<file path="config.mk">
export PLATFORM = sky130hd
export DESIGN_NAME = gnm_seq
export DESIGN_NICKNAME = d
export VERILOG_FILES = /design/src/rtl/gnm_pkg.sv /design/src/rtl/gnm_seq.sv
export SDC_FILE = /design/constraint.sdc
export NUM_CORES = 1
export LEC_CHECK = 0
export BUFFER_PORTS_ARGS = -buffer_cell sky130_fd_sc_hd__buf_2
export CAP_MARGIN = 0
export CORE_AREA = 2 2 39 41
export DETAILED_ROUTE_END_ITERATION = 8
export DIE_AREA = 0 0 41 43
export GPL_TIMING_DRIVEN = 1
export HOLD_SLACK_MARGIN = 0.1
export PLACE_DENSITY = 0.67
export SLEW_MARGIN = 20
export SYNTH_ARGS = -nofsm -noshare
export SYNTH_HDL_FRONTEND = slang
export SYNTH_SLANG_ARGS = --single-unit
</file>
<file path="constraint.sdc">
create_clock -name clk -period 4 [get_ports clk]
set_input_delay 0.4 -clock clk [delete_from_list [all_inputs] [get_ports clk]]
set_output_delay 0.4 -clock clk [all_outputs]
set_load 0.02 [all_outputs]
</file>
<file path="src/rtl/gnm_pkg.sv">
// gnm_pkg: shared types, constants and functions of the gauge needle mapper.
// Holds the control word layout, the microcode table and the slow gauge segment picker.
// No dependencies.
`default_nettype none

package gnm_pkg;

	// Fixed scale points
	localparam logic [15:0] MOTOR_ZERO = 16'd12000;
	localparam logic [11:0] SPEED_MAX  = 12'd2640;
	localparam logic [11:0] RPM_MAX    = 12'd2580;
	localparam logic [7:0]  TRIM_RST   = 8'd100;

	// Configuration register indexes
	localparam logic CFG_TRIM = 1'b0;
	localparam logic CFG_MODE = 1'b1;

	// Datapath widths
	localparam int ACC_W  = 23;
	localparam int RCP_W  = 31;
	localparam int PROD_W = ACC_W + RCP_W;
	localparam int RCP_SH = 33;
	localparam int PC_W   = 4;

	// Constant divide by reciprocal: floor(n/d) = (n * ceil(2^33/d)) >> 33, exact for n < 2^23
	localparam logic [RCP_W-1:0] RCP_5    = RCP_W'(((64'd1 << RCP_SH) + 64'd4) / 64'd5);
	localparam logic [RCP_W-1:0] RCP_7    = RCP_W'(((64'd1 << RCP_SH) + 64'd6) / 64'd7);
	localparam logic [RCP_W-1:0] RCP_10   = RCP_W'(((64'd1 << RCP_SH) + 64'd9) / 64'd10);
	localparam logic [RCP_W-1:0] RCP_100  = RCP_W'(((64'd1 << RCP_SH) + 64'd99) / 64'd100);
	localparam logic [RCP_W-1:0] RCP_400  = RCP_W'(((64'd1 << RCP_SH) + 64'd399) / 64'd400);
	localparam logic [RCP_W-1:0] RCP_1000 = RCP_W'(((64'd1 << RCP_SH) + 64'd999) / 64'd1000);

	typedef enum logic [2:0] {
		DV_NONE, DV_5, DV_7, DV_10, DV_100, DV_400, DV_1000
	} div_t;

	typedef enum logic [2:0] {
		OP_NOP, OP_MUL, OP_SPD, OP_RPM, OP_OUT
	} op_t;

	typedef enum logic [1:0] {
		A_ACC, A_VHI, A_DIFF, A_TOFF
	} asel_t;

	typedef enum logic [2:0] {
		B_TRIM, B_K132, B_K129, B_PMUL, B_SMUL, B_RCP
	} bsel_t;

	typedef enum logic [2:0] {
		DS_100, DS_7, DS_400, DS_PRE, DS_SEG
	} dsel_t;

	typedef enum logic [1:0] {
		C_NEXT, C_GO, C_IN, C_OUT
	} cond_t;

	typedef struct packed {
		op_t             op;
		asel_t           asel;
		bsel_t           bsel;
		dsel_t           dsel;
		cond_t           cond;
		logic [PC_W-1:0] tgt;
	} ctrl_t;

	// Slow gauge segment: base + floor(floor(toff*pmul/pdiv)*smul/sdiv)
	typedef struct packed {
		logic [11:0] toff;
		logic [12:0] pmul;
		div_t        pdiv;
		logic [6:0]  smul;
		div_t        sdiv;
		logic [10:0] base;
	} seg_t;

	function automatic logic [RCP_W-1:0] recip(input div_t d);
		logic [RCP_W-1:0] r;
		unique case (d)
			DV_5:    r = RCP_5;
			DV_7:    r = RCP_7;
			DV_10:   r = RCP_10;
			DV_100:  r = RCP_100;
			DV_400:  r = RCP_400;
			DV_1000: r = RCP_1000;
			default: r = RCP_W'(1);
		endcase
		return r;
	endfunction

	// Microcode: speed, then engine speed, then the slow gauge
	function automatic ctrl_t ucode(input logic [PC_W-1:0] pc);
		ctrl_t w;
		w = '{op: OP_NOP, asel: A_ACC, bsel: B_TRIM, dsel: DS_100, cond: C_NEXT, tgt: '0};
		unique case (pc)
			4'd0: begin
				w.cond = C_IN;
				w.tgt  = PC_W'(1);
			end
			4'd1: begin
				w.op = OP_MUL; w.asel = A_VHI; w.bsel = B_TRIM;
			end
			4'd2: begin
				w.op = OP_MUL; w.bsel = B_RCP; w.dsel = DS_100;
			end
			4'd3: begin
				w.op = OP_MUL; w.bsel = B_K132;
			end
			4'd4: begin
				w.op = OP_MUL; w.bsel = B_RCP; w.dsel = DS_7;
			end
			4'd5: w.op = OP_SPD;
			4'd6: begin
				w.op = OP_MUL; w.asel = A_DIFF; w.bsel = B_K129;
			end
			4'd7: begin
				w.op = OP_MUL; w.bsel = B_RCP; w.dsel = DS_400;
			end
			4'd8: w.op = OP_RPM;
			4'd9: begin
				w.op = OP_MUL; w.asel = A_TOFF; w.bsel = B_PMUL;
			end
			4'd10: begin
				w.op = OP_MUL; w.bsel = B_RCP; w.dsel = DS_PRE;
			end
			4'd11: begin
				w.op = OP_MUL; w.bsel = B_SMUL;
			end
			4'd12: begin
				w.op = OP_MUL; w.bsel = B_RCP; w.dsel = DS_SEG;
			end
			4'd13: begin
				w.op   = OP_OUT;
				w.cond = C_OUT;
				w.tgt  = '0;
			end
			default: begin
				w.cond = C_GO;
				w.tgt  = '0;
			end
		endcase
		return w;
	endfunction

	function automatic seg_t seg_const(input logic [10:0] base);
		seg_t s;
		s = '{toff: '0, pmul: '0, pdiv: DV_NONE, smul: 7'd1, sdiv: DV_NONE, base: base};
		return s;
	endfunction

	function automatic seg_t seg_lin(input logic [11:0] toff, input logic [12:0] pmul,
			input div_t pdiv, input logic [10:0] base);
		seg_t s;
		s = '{toff: toff, pmul: pmul, pdiv: pdiv, smul: 7'd1, sdiv: DV_NONE, base: base};
		return s;
	endfunction

	// Air pressure curve
	function automatic seg_t seg_press(input logic [11:0] t);
		seg_t s;
		if (t < 12'd9)        s = seg_const(11'd0);
		else if (t < 12'd88)  s = seg_lin(t - 12'd9, 13'd466, DV_100, 11'd0);
		else if (t < 12'd124) s = seg_lin(t - 12'd88, 13'd51, DV_10, 11'd368);
		else if (t < 12'd155) s = seg_lin(t - 12'd124, 13'd594, DV_100, 11'd552);
		else if (t < 12'd184) s = seg_lin(t - 12'd155, 13'd635, DV_100, 11'd736);
		else if (t < 12'd200) s = seg_lin(t - 12'd184, 13'd153, DV_10, 11'd920);
		else                  s = seg_const(11'd1104);
		return s;
	endfunction

	function automatic seg_t seg_pick(input logic mode, input logic [1:0] turn,
			input logic [11:0] p1, input logic [11:0] p2, input logic [7:0] soc,
			input logic [11:0] volt, input logic [11:0] fuel);
		seg_t s;
		s = seg_const(11'd0);
		if (!mode) begin
			case (turn)
				2'd0: s = seg_press(p1);
				2'd1: begin
					// state of charge: s = soc*2/5, then s*108/10
					if (soc < 8'd3)
						s = seg_const(11'd0);
					else if (soc >= 8'd253)
						s = seg_const(11'd1080);
					else
						s = '{toff: {4'd0, soc}, pmul: 13'd2, pdiv: DV_5,
							smul: 7'd108, sdiv: DV_10, base: 11'd0};
				end
				2'd2: s = seg_press(p2);
				default: begin
					if (volt < 12'd160)      s = seg_const(11'd0);
					else if (volt < 12'd320) s = seg_lin(volt - 12'd160, 13'd72, DV_10, 11'd0);
					else                     s = seg_const(11'd1152);
				end
			endcase
		end else begin
			case (turn)
				2'd1: begin
					if (fuel < 12'd10)       s = seg_const(11'd0);
					else if (fuel > 12'd180) s = seg_const(11'd1152);
					else if (fuel <= 12'd90) s = seg_lin(fuel - 12'd10, 13'd74, DV_10, 11'd0);
					else                     s = seg_lin(fuel, 13'd65, DV_10, 11'd0);
				end
				2'd3: begin
					if (volt < 12'd180)       s = seg_const(11'd0);
					else if (volt < 12'd240)  s = seg_lin(volt - 12'd180, 13'd6667, DV_1000, 11'd0);
					else if (volt <= 12'd320) s = seg_lin(volt - 12'd240, 13'd10, DV_NONE, 11'd400);
					else                      s = seg_const(11'd1200);
				end
				default: s = seg_const(11'd0);
			endcase
		end
		return s;
	endfunction

endpackage

`default_nettype wire

</file>
<file path="src/rtl/gnm_seq.sv">
// gnm_seq: microcode sequencer of the gauge needle mapper.
// Step counter, control word table lookup and conditional jumps; uses gnm_pkg.
`default_nettype none

module gnm_seq (
	input  wire logic           clk,
	input  wire logic           arst_n,
	input  wire logic           in_valid,
	input  wire logic           out_free,
	output gnm_pkg::ctrl_t      ctrl
);
	import gnm_pkg::*;

	logic [PC_W-1:0] pc_q;
	logic [PC_W-1:0] pc_nxt;

	// Control word of the current step
	assign ctrl = ucode(pc_q);

	// Next step: advance, jump, or hold on a wait condition
	always_comb begin
		unique case (ctrl.cond)
			C_NEXT:  pc_nxt = pc_q + PC_W'(1);
			C_GO:    pc_nxt = ctrl.tgt;
			C_IN:    pc_nxt = in_valid ? ctrl.tgt : pc_q;
			C_OUT:   pc_nxt = out_free ? ctrl.tgt : pc_q;
			default: pc_nxt = '0;
		endcase
	end

	always_ff @(posedge clk or negedge arst_n) begin
		if (!arst_n) begin
			pc_q <= '0;
		end else begin
			pc_q <= pc_nxt;
		end
	end

endmodule

`default_nettype wire

</file>
==> impl_results.md, run 1 <==
* Worst-Margin Slew at 0.5847 ns
* Pin count of the biggest net entering global routing at 23
* Largest cells by area after synthesis: dfrtp_1, ha_1, nor2b_1
* Area leader, netlist: dfrtp_1
* Total track usage at 12.50%
* Register area share after synthesis at between 10% and 20%
* Post-Place Cells at 95
* Initial core utilization at roughly 37%
* PortBufs at 17
* Setup repair bufs after CTS at 0
* Max_cap viols at 0
* DR pass1 iterations at 2
* Post-Synth XOR/XNOR Area at approximately 1.7%
* Largest register FFs at 4
* Setup TNS at 0 ns
* Die Area at around 1800 um2
* Share of cells above drive strength 1 at a little under a third
* Grt ovf at 0
* Global-route wire length before repair at about 1.6 mm
* Io pins at 21
* Number of global-route vias before repair at between 400 and 500
* Hold path cells at 3
* Area grow syn2layout at 18.60%
* P_leak at roughly 0.00032 uW
* Vias at just under 500
* Clk root buf: clkbuf_4
* Nets at 93
* Status: finished clean
* Post-Route WL at around 1.0 mm
* Warnings, synthesis at 0
* Yosys top cell area share at a little under 20%
* Synthesized area at 518.0 um2
* Critical path launch point: pc_q[1]
* Endpoints failing setup at 0
* Netlist cell types at 32
* Cell area after layout at 614.3 um2
* PwrDens at 918.7 nW/um2
* DR vias/cell at 4.949
* Synth Area in Simple Gates at about a quarter
* Register name with the most flops: pc_q
* Final hold violation count at 0
* CP arrival at about 1.9 ns
* CTS H-tree depth at 1
* RSZ-0062 raised after global routing: no
* Clock latency on the worst-skew pair at roughly 0.23 ns
* Tot Pwr at 564.4 uW
* Pins Over Slew Limit at 0
* Largest regs: pc_q x4
* Non-filler cells, final at 99
* Clock Pin Slew Worst Setup and Hold Paths at approximately 0.04 ns
* Maximum vdd ir drop at ~0.42 mV
* Number of nets with antenna violations after routing at 0
* Final min period at ~2.3 ns
* Sink Count at 4
* Synth Register Bits at 4
* HP Start: in_valid
* Synth Area in Compound Gates at 29.47%
* Antenna cell count at 0
* Placed Area at roughly 580 um2
* Initial drt markers at 1
* CTS Buf Count at 3
* Mean area per synthesized cell at just under 8 um2
* Clock Path Buffers at 2
* WL per Instance at roughly 10 um
* Synth Area in Adders at 9.662%
* CORE AREA at between 1000 and 1500 um2
* Die Width at between 40 and 50 um
* Number of remaining DRC errors at 0
* Die H at approximately 43 um
* Critical path capture point type: output pin
* Dpl hpwl at slightly below 800 um
* Critical path type: reg -> out
* Clock tree from TritonCTS: yes
* Count of hold-fix buffers inserted at cts at 1
* Critical Path RT at around 3.6 ns
* Worst hold path class: in -> reg
* Mux contribution to synthesized area at 0%
* Final Cycle Share at roughly 58%
* Worst Reg2Reg Path Length in Cells at 5
* Worst flop-to-flop path startpoint: pc_q[0]
* Fmax at 432.3 MHz
* Largest family of logic cells by synthesized area: compound AO/OA/AOI/OAI gates
* Initial antenna violation count at 0
* Most frequent cells in the layout: buf_2, nand2_1, nor2b_1
* Row count at 14
* Resized cells post-CTS at 0
* Hold WS at between 0.4 and 0.5 ns
* Final RePlAce weighted congestion at around 0.83
* Crit start category: flop
* Reg2Reg Setup Slack at roughly 2.3 ns
* Most common cell after layout, fill and taps aside: buf_2
* Clk_skew at 0.001369 ns
* Slew HR at between 60% and 70%
* Crit Path Max Fanout at 8
* Post-Synthesis Cells at between 60 and 70
## final cells by class
| class | count | area, um2 |
|---|---|---|
| Clock buffer | 3 | 22.52 |
| Fill cell | 137 | 769.5 |
| Inverter | 5 | 18.77 |
| Multi-Input combinational cell | 53 | 357.8 |
| Sequential cell | 4 | 100.1 |
| Tap cell | 16 | 20.02 |
| Timing Repair Buffer | 18 | 95.09 |
## cells in the mapped netlist
cell type,n
o21ai_1,3
nand3_1,1
ha_1,4
or3_4,1
nor2_1,2
o2bb2ai_1,1
inv_2,1
nand2_1,7
o221ai_2,1
a21oi_1,4
nor2b_1,6
dfrtp_1,4
or3b_1,1
xnor2_1,1
or2_1,1
a21o_1,2
or3b_4,1
o32a_1,1
nand4b_1,1
a21boi_1,1
conb_1,1
and3_1,2
o21ai_0,4
o21bai_1,1
buf_6,1
a21oi_2,1
o311ai_1,1
a211oi_1,1
buf_4,3
inv_1,4
a31o_2,1
buf_2,3
## worst paths after layout
check / to
worst min register to register: pc_q[1]
min in group asynchronous: pc_q[0]
worst max register to register: pc_q[0]
worst max-delay path: ctrl[14]
worst min-delay path: pc_q[0]
max in group asynchronous: pc_q[2]
## power breakdown
part	internal, uW	total (uW)	switching (uW)	leakage (uW)
Sequential	56.3	95.5	39.3	0.0000524
Clock	33.4	47.9	14.5	0.0000138
Combinational	172	421	249	0.000257
Total	262	564	303	0.000323
## metrics by stage
step | utilization [%] | setup slack (ns)
CTS | 44.39 | 1.671
finish | 44.39 | 1.687
detailed placement | 42.04 | 1.925
global route | 44.39 | 1.588
floorplan | - | 2.076
global placement | 42.04 | 1.939
## cells by family after synthesis
family          count (synthesis)
compound gates                 22
xor+xnor                        1
fa+ha+maj                       4
buf+inv                        12
flops                           4
other cells                     1
simple gates                   23
## worst max-delay path: stages, from the launching register on
cell and delay [ns]:
dfrtp_1 0.40, inv_1 0.09, ha_1 0.28, or3_4 0.42
a21boi_1 0.14, o32a_1 0.20, buf_2 0.16
## layer usage
layer  track usage [%]  routed length (um)  vias up
met5                 0                   0        -
met3                 0                  36        0
met2             19.38                 508       10
met1             17.26                 490      220
met4             6.000                   0        0
li1                  -                   -      260
(Power assumes the default switching activity.)
==> run 2, diff against run 1 <==
- ABC_AREA: unset -> 1
- CORE_AREA: 2 2 39 41 -> unset
- CORE_MARGIN: unset -> 2
- CORE_UTILIZATION: unset -> 48
- DIE_AREA: 0 0 41 43 -> unset
- PLACE_DENSITY: 0.67 -> 0.76
- clock period: 4 -> 2.3 ns (I/O delays scaled with it)
==> impl_results.md, run 2 <==
* Clk pwr share at 8.9% (+0.4 points)
* Global-route wire length before repair at 1.676 mm (+6.1%)
* M1 WL at 493 um (+0.61%)
* Yosys top cell area share at 15.78% (-3.5 points)
* Resized cells post-CTS at 0 (unchanged)
* Worst reg2reg path endpoint: pc_q[0]
* Row count at 13 (-1)
* Internal power at 429.5 uW (+64%)
* WL per Instance at 9.900 um (-5.4%)
* Maximum vdd ir drop at 0.6417 mV (+52%)
* Worst flop-to-flop path startpoint: pc_q[0]
* Clk root buf: clkbuf_4
* Area grow syn2layout at 15.58%
* Synth top cells by count: nand2_1, nand3_2, inv_1, nand2_2, nand3_1
* Stages on the worst setup path at 8 (+2)
* Post-Synthesis Cells at 77 (+15%)
* PwrDens at 1360 nW/um2 (+48%)
* Crit path max-delay family: simple AND/OR/NAND/NOR gates
* Total track usage at 15.77% (+3.3 points)
* CTS H-tree depth at 1 (unchanged)
* Hold EP: pc_q[2]
* Final RePlAce weighted congestion at 0.7292 (-13%)
* Initial antenna violation count at 0 (unchanged)
* Fmax at 496.9 MHz
* DR vias/cell at 4.800 (-3.0%)
* Clock tree from TritonCTS: yes
* Synthesized area at 634.4 um2 (+22%)
* Most common cell after layout, fill and taps aside: buf_2
* Endpoints failing setup at 0 (unchanged)
* Largest register FFs at 4 (unchanged)
* CP arrival at 1.78 ns (-0.13 ns)
* Most frequent cells in the layout: buf_2, nand2_1, nand3_2
* Dpl hpwl at 929.3 um (+20%)
* Vias at 528 (+7.8%)
* Final hold violation count at 0 (unchanged)
* Post-synth EDFFs at 0 (unchanged)
* Synth Flop Type: dfrtp_1
* DR WL met2 at 532 um (+4.7%)
* Crit start category: flop
* PortBufs at 17 (unchanged)
* Netlist cell types at 28 (-13%)
* Critical path capture point type: output pin
* Register area share after synthesis at 15.78% (-3.5 points)
* Largest cells by area after synthesis: dfrtp_1, nand3_2, ha_1
* Slew HR at 63.20% (+2.2 points)
* FILL cells at 127 (-7.3%)
* Worst-path cell chain: inv_1 -> ha_1 -> nand3_1 -> nand2_2 -> nor2_4 -> nand4_4 -> nand2_1 -> buf_2
* Clock Path Buffers at 2 (unchanged)
* Critical Path RT at 2.07 ns (-1.53 ns)
* Comb power frac at 77.4% (+2.8 points)
* Count of hold-fix buffers inserted at cts at 1 (unchanged)
* CP bufs+invs at 2 (unchanged)
* RSZ-0062 raised after global routing: no
* Reg2Reg Setup Slack at 0.68 ns (-1.63 ns)
* Top Layer Used: met4
* Clock Pin Slew Worst Setup and Hold Paths at 0.04 ns (about the same)
* Number of remaining DRC errors at 0 (unchanged)
* Clk_skew at 0.003897 ns (+0.002528 ns)
* Worst setup margin at 0.2876 ns (-1.399 ns)
* Post-layout util at 57.79% (+13 points)
* Pin count of the biggest net entering global routing at 11 (-52%)
* Post-Route WL at 1.089 mm (+5.1%)
* Crit Path Max Fanout at 5 (-3)
* Initial core utilization at 50.00% (+13 points)
* Sw Share at 56.93% (+3.3 points)
* Warnings, synthesis at 0 (unchanged)
* CORE AREA at 1269 um2 (-8.3%)
* Sink Count at 4 (unchanged)
* Die Area at 1629 um2 (-7.6%)
* Worst Reg2Reg Path Length in Cells at 9 (+4)
* Setup TNS at 0 ns (unchanged)
* Critical path type: reg -> out
* Setup repair bufs after CTS at 0 (unchanged)
* Antenna cell count at 0 (unchanged)
* Largest regs: pc_q x4
* Hold path cells at 4 (+1)
* Pins Over Slew Limit at 0 (unchanged)
* Register name with the most flops: pc_q
* Mean area per synthesized cell at 8.238 um2 (+6.6%)
* Status: finished clean
* Worst-Margin Slew at 0.5520 ns (-0.03275 ns)
* Die H at 40.36 um (-6.2%)
* Initial drt markers at 9 (+8)
* Grt ovf at 0 (unchanged)
* Share of cells above drive strength 1 at 52.63% (+21 points)
* Max_cap viols at 0 (unchanged)
* Synth Register Bits at 4 (unchanged)
* P_leak at 0.0004247 uW (+31%)
* DR pass1 iterations at 2 (unchanged)
* Flop pwr share at 13.8% (-3.1 points)
* Clock latency on the worst-skew pair at 0.24 ns (about the same)
* CTS Buf Count at 3 (unchanged)
* Final Cycle Share at 87.49%
* HP Start: out_free
* NetSw at 567.8 uW (+88%)
* Die Width at 40.36 um (-1.6%)
* Tot Pwr at 997.3 uW (+77%)
* Nets at 105 (+13%)
* Area leader, netlist: dfrtp_1
* Final min period at between 2 and 2.5 ns
* Routed wl met3 at 40 um (+11%)
* Hold WS at 0.2659 ns (-0.1634 ns)
* DP Worst Slack at 0.5225 ns (-1.402 ns)
* Number of nets with antenna violations after routing at 0 (unchanged)
* Number of global-route vias before repair at 414 (+2.2%)
* Slowest stage delay, CP at 0.38 ns (-0.04 ns)
* Io pins at 21 (unchanged)
* Slowest-stage cell, CP: dfrtp_1
* Worst hold path class: in -> reg
* Post-synth ARST share at 100.0% (unchanged)
* Most frequent cell after synthesis: nand2_1
## run 2: cell count changes in the layout (fill, tap and decap cells not counted), moves of 3 or more
cell,before,now
nor2b_1,6,0
nand2_1,7,13
inv_1,4,7
nand2_2,0,5
o21ai_0,4,0
nand3_1,1,5
nand3_2,0,8
a21oi_1,4,0
nor2_4,0,4
## run 2: logic make-up (layout without fill, tap and decap cells)
| logic type | Yosys count | in the layout | synth area share, % |
|---|---|---|---|
| AOI/OAI and AO/OA | 4 | 4 | 4.931 |
| buffers and inverters | 17 | 33 | 16.17 |
| and+or+nand+nor | 46 | 46 | 53.26 |
| other | 1 | 3 | 0.5911 |
| adders and majority gates | 4 | 4 | 7.890 |
| DFF | 4 | 4 | 15.78 |
| xor gates and xnor gates | 1 | 1 | 1.381 |
## run 2: metrics by stage
stage	instances	area (um2)
6_report	110	733.2
4_1_cts	110	733.2
3_5_place_dp	106	700.7
5_1_grt	110	733.2
3_3_place_gp	106	700.7
2_1_floorplan	79	641.9
## run 2: per-layer routing
metal	track usage, %	vias to the layer above
li1	-	279
met1	19.40	232
met2	25.79	15
met3	1.667	2
met4	10.00	0
met5	0	-
## run 2: layout make-up
type / count / area, um2 / share of cell area (%)
sequential: 4 / 100.1 / 13.65
clock buffer: 3 / 22.52 / 3.072
inverter: 12 / 57.56 / 7.850
timing repair buffer: 18 / 95.09 / 12.97
multi-input combinational: 58 / 439.2 / 59.90
tap: 15 / 18.77 / 2.560
## run 2: how the worst max path moves through the flow
stage,from,to
finish,pc_q[0],ctrl[4]
CTS,pc_q[0],ctrl[4]
global placement,pc_q[0],ctrl[4]
detailed placement,pc_q[0],ctrl[4]
global route,pc_q[0],ctrl[4]
floorplan,pc_q[0],ctrl[9]
## run 2: power by group through the flow
stage | Combinational (uW) | Clock, uW | Sequential [uW]
finish | 771 | 88.5 | 137
global route | 854 | 96.9 | 141
CTS | 783 | 90.6 | 139
detailed placement | 780 | 0 | 139
global placement | 774 | 0 | 137
floorplan | 650 | 0 | 111
## run 2: worst min-delay path: cells and delay by family
| family | cells | cell delay (ns) |
|---|---|---|
| simple gates | 2 | 0.09 |
| buf+inv | 2 | 0.14 |
==> run 3, diff against run 2 <==
- CORE_AREA: unset -> 2 2 39 41
- CORE_MARGIN: 2 -> unset
- CORE_UTILIZATION: 48 -> unset
- CTS_BUF_LIST: unset -> sky130_fd_sc_hd__clkbuf_4
- DIE_AREA: unset -> 0 0 41 43
- REMOVE_ABC_BUFFERS: unset -> 1
- clock period: 2.3 -> 2.4 ns (I/O delays scaled with it)
==> impl_results.md, run 3 (synthesis gave the netlist of run 2 again) <==
* Status: finished clean
* Dpl hpwl at 978.1 um (+5.3%)
* Critical Path RT at 2.16 ns (+0.09 ns)
* Most common cell after layout, fill and taps aside: buf_2
* PortBufs at 17 (unchanged)
* Initial core utilization at 45.84% (-4.2 points)
* Setup TNS at 0 ns (unchanged)
* Internal power at 411.2 uW (-4.3%)
* Setup repair bufs after CTS at 0 (unchanged)
* Most frequent cells in the layout: buf_2, nand2_1, nand3_2
* Clock Pin Slew Worst Setup and Hold Paths at 0.04 ns (about the same)
* CTS Buf Count at 3 (unchanged)
* Vias at 543 (+2.8%)
* Total track usage at 15.86% (+0.087 points)
* FILL cells at 141 (+11%)
* Maximum vdd ir drop at 0.6252 mV (-2.6%)
* Clk pwr share at 8.3% (-0.6 points)
* Clock latency on the worst-skew pair at 0.23 ns (about the same)
* Clk root buf: clkbuf_4
* Fmax at approximately 490 MHz
* Nets at 105 (unchanged)
* Post-Place Cells at 107 (+0.94%)
* Global-route wire length before repair at 1.952 mm (+16%)
* Crit start category: flop
* Largest register FFs at 4 (unchanged)
* Number of remaining DRC errors at 0 (unchanged)
* DR pass1 iterations at 3 (+1)
* Final min period at 2.043 ns
* Share of cells above drive strength 1 at 52.63% (unchanged)
* CTS H-tree depth at 1 (unchanged)
* Pins Over Slew Limit at 0 (unchanged)
* Max_cap viols at 0 (unchanged)
* Die H at 43 um (+6.6%)
* Critical path type: reg -> out
* Die Area at 1763 um2 (+8.3%)
* Die Width at 41 um (+1.6%)
* Endpoints failing setup at 0 (unchanged)
* Final Cycle Share at roughly 85%
* Tot Pwr at 952.7 uW (-4.5%)
* Sw Share at 56.84% (-0.096 points)
* Post-Route WL at 1.116 mm (+2.5%)
* Number of nets with antenna violations after routing at 0 (unchanged)
* Initial antenna violation count at 0 (unchanged)
* Sink Count at 4 (unchanged)
* Row count at 14 (+1)
* Area grow syn2layout at 15.78%
* Worst-Margin Slew at 0.5635 ns (+0.01150 ns)
* CP arrival at 1.80 ns (+0.02 ns)
* Pin count of the biggest net entering global routing at 11 (unchanged)
* Post-layout util at 53.07% (-4.7 points)
* Clock tree from TritonCTS: yes
* Clock Path Buffers at 2 (unchanged)
* RSZ-0062 raised after global routing: no
* PwrDens at 1297 nW/um2 (-4.6%)
* Grt ovf at 0 (unchanged)
* Final RePlAce weighted congestion at 0.7605 (+4.3%)
* Worst hold path class: in -> reg
* Initial drt markers at 4 (-5)
* DR vias/cell at 4.892 (+1.9%)
* Register name with the most flops: pc_q
* Non-filler cells, final at 111 (+0.91%)
* Final hold violation count at 0 (unchanged)
* Number of global-route vias before repair at 468 (+13%)
* Clk_skew at 0.002652 ns (-0.001245 ns)
* Flop pwr share at 13.9% (about the same)
* Comb power frac at 77.8% (+0.4 points)
* Crit Path Max Fanout at 4 (-1)
* Critical path capture point type: output pin
* Largest regs: pc_q x4
* Io pins at 21 (unchanged)
* Resized cells post-CTS at 0 (unchanged)
* CORE AREA at 1384 um2 (+9.1%)
* P_leak at 0.0004247 uW (unchanged)
* WL per Instance at 10.05 um (+1.6%)
* Antenna cell count at 0 (unchanged)
* Slew HR at 62.44% (-0.77 points)
* NetSw at 541.5 uW (-4.6%)
## run 3: cell counts in the layout (fill, tap and decap cells not counted)
No cell type changed its count.
## run 3: final cells by class
| class | count | area, um2 | area share [%] |
|---|---|---|---|
| clock buffers | 3 | 22.52 | 3.066 |
| inverters | 12 | 57.56 | 7.836 |
| multi-input cells | 58 | 439.2 | 59.80 |
| flip-flops and latches | 4 | 100.1 | 13.63 |
| well taps | 16 | 20.02 | 2.726 |
| repair buffers | 18 | 95.09 | 12.95 |
## run 3: per-stage QoR
stage	instance area [um2]	setup WS, ns	hold slack [ns]
6_report	734.5	0.3574	0.2951
5_1_grt	734.5	0.1559	0.3126
3_5_place_dp	701.9	0.6119	0.04586
4_1_cts	734.5	0.3566	0.2944
2_1_floorplan	596.8	0.6618	-0.05559
3_3_place_gp	701.9	0.6177	0.04535
## run 3: metal layers
layer / track usage [%] / vias to the layer above / wire [um]
li1: - / 284 / -
met3: 1.571 / 0 / 62
met4: 4.000 / 0 / 0
met5: 0 / - / 0
met1: 21.31 / 243 / 495
met2: 25.94 / 16 / 558
## run 3: critical path, cell delays in order (launching register included)
cell and delay, ns:
dfrtp_1 0.39, inv_1 0.12, ha_1 0.28, nand3_2 0.11
nand2_1 0.08, a221oi_1 0.31, nand3_1 0.10, buf_2 0.18
## run 3: worst paths after layout
kind | startpoint | cells after the start | end | slack [ns]
max in group asynchronous | arst_n | 2 | pc_q[3] | 1.95
setup / recovery | pc_q[0] | 7 | ctrl[9] | 0.36
setup reg to reg | pc_q[0] | 9 | pc_q[3] | 0.77
min in group asynchronous | arst_n | 2 | pc_q[0] | 0.34
hold / removal | in_valid | 4 | pc_q[1] | 0.30
hold reg to reg | pc_q[0] | 2 | pc_q[0] | 0.59
## run 3: what timing repair did
| item | 4_1_cts | 5_1_grt |
|---|---|---|
| endpoints found under the hold margin | 4 | 0 |
| endpoints found under the setup margin | 0 | 0 |
| hold buffers | 1 | 0 |
## run 3: power by group through the flow
stage          logic (uW)  clock network [uW]  registers [uW]
3_5_place_dp          751                   0             134
2_1_floorplan         586                   0             127
4_1_cts               753                82.0             134
6_report              741                78.9             133
3_3_place_gp          739                   0             132
5_1_grt               823                86.0             138
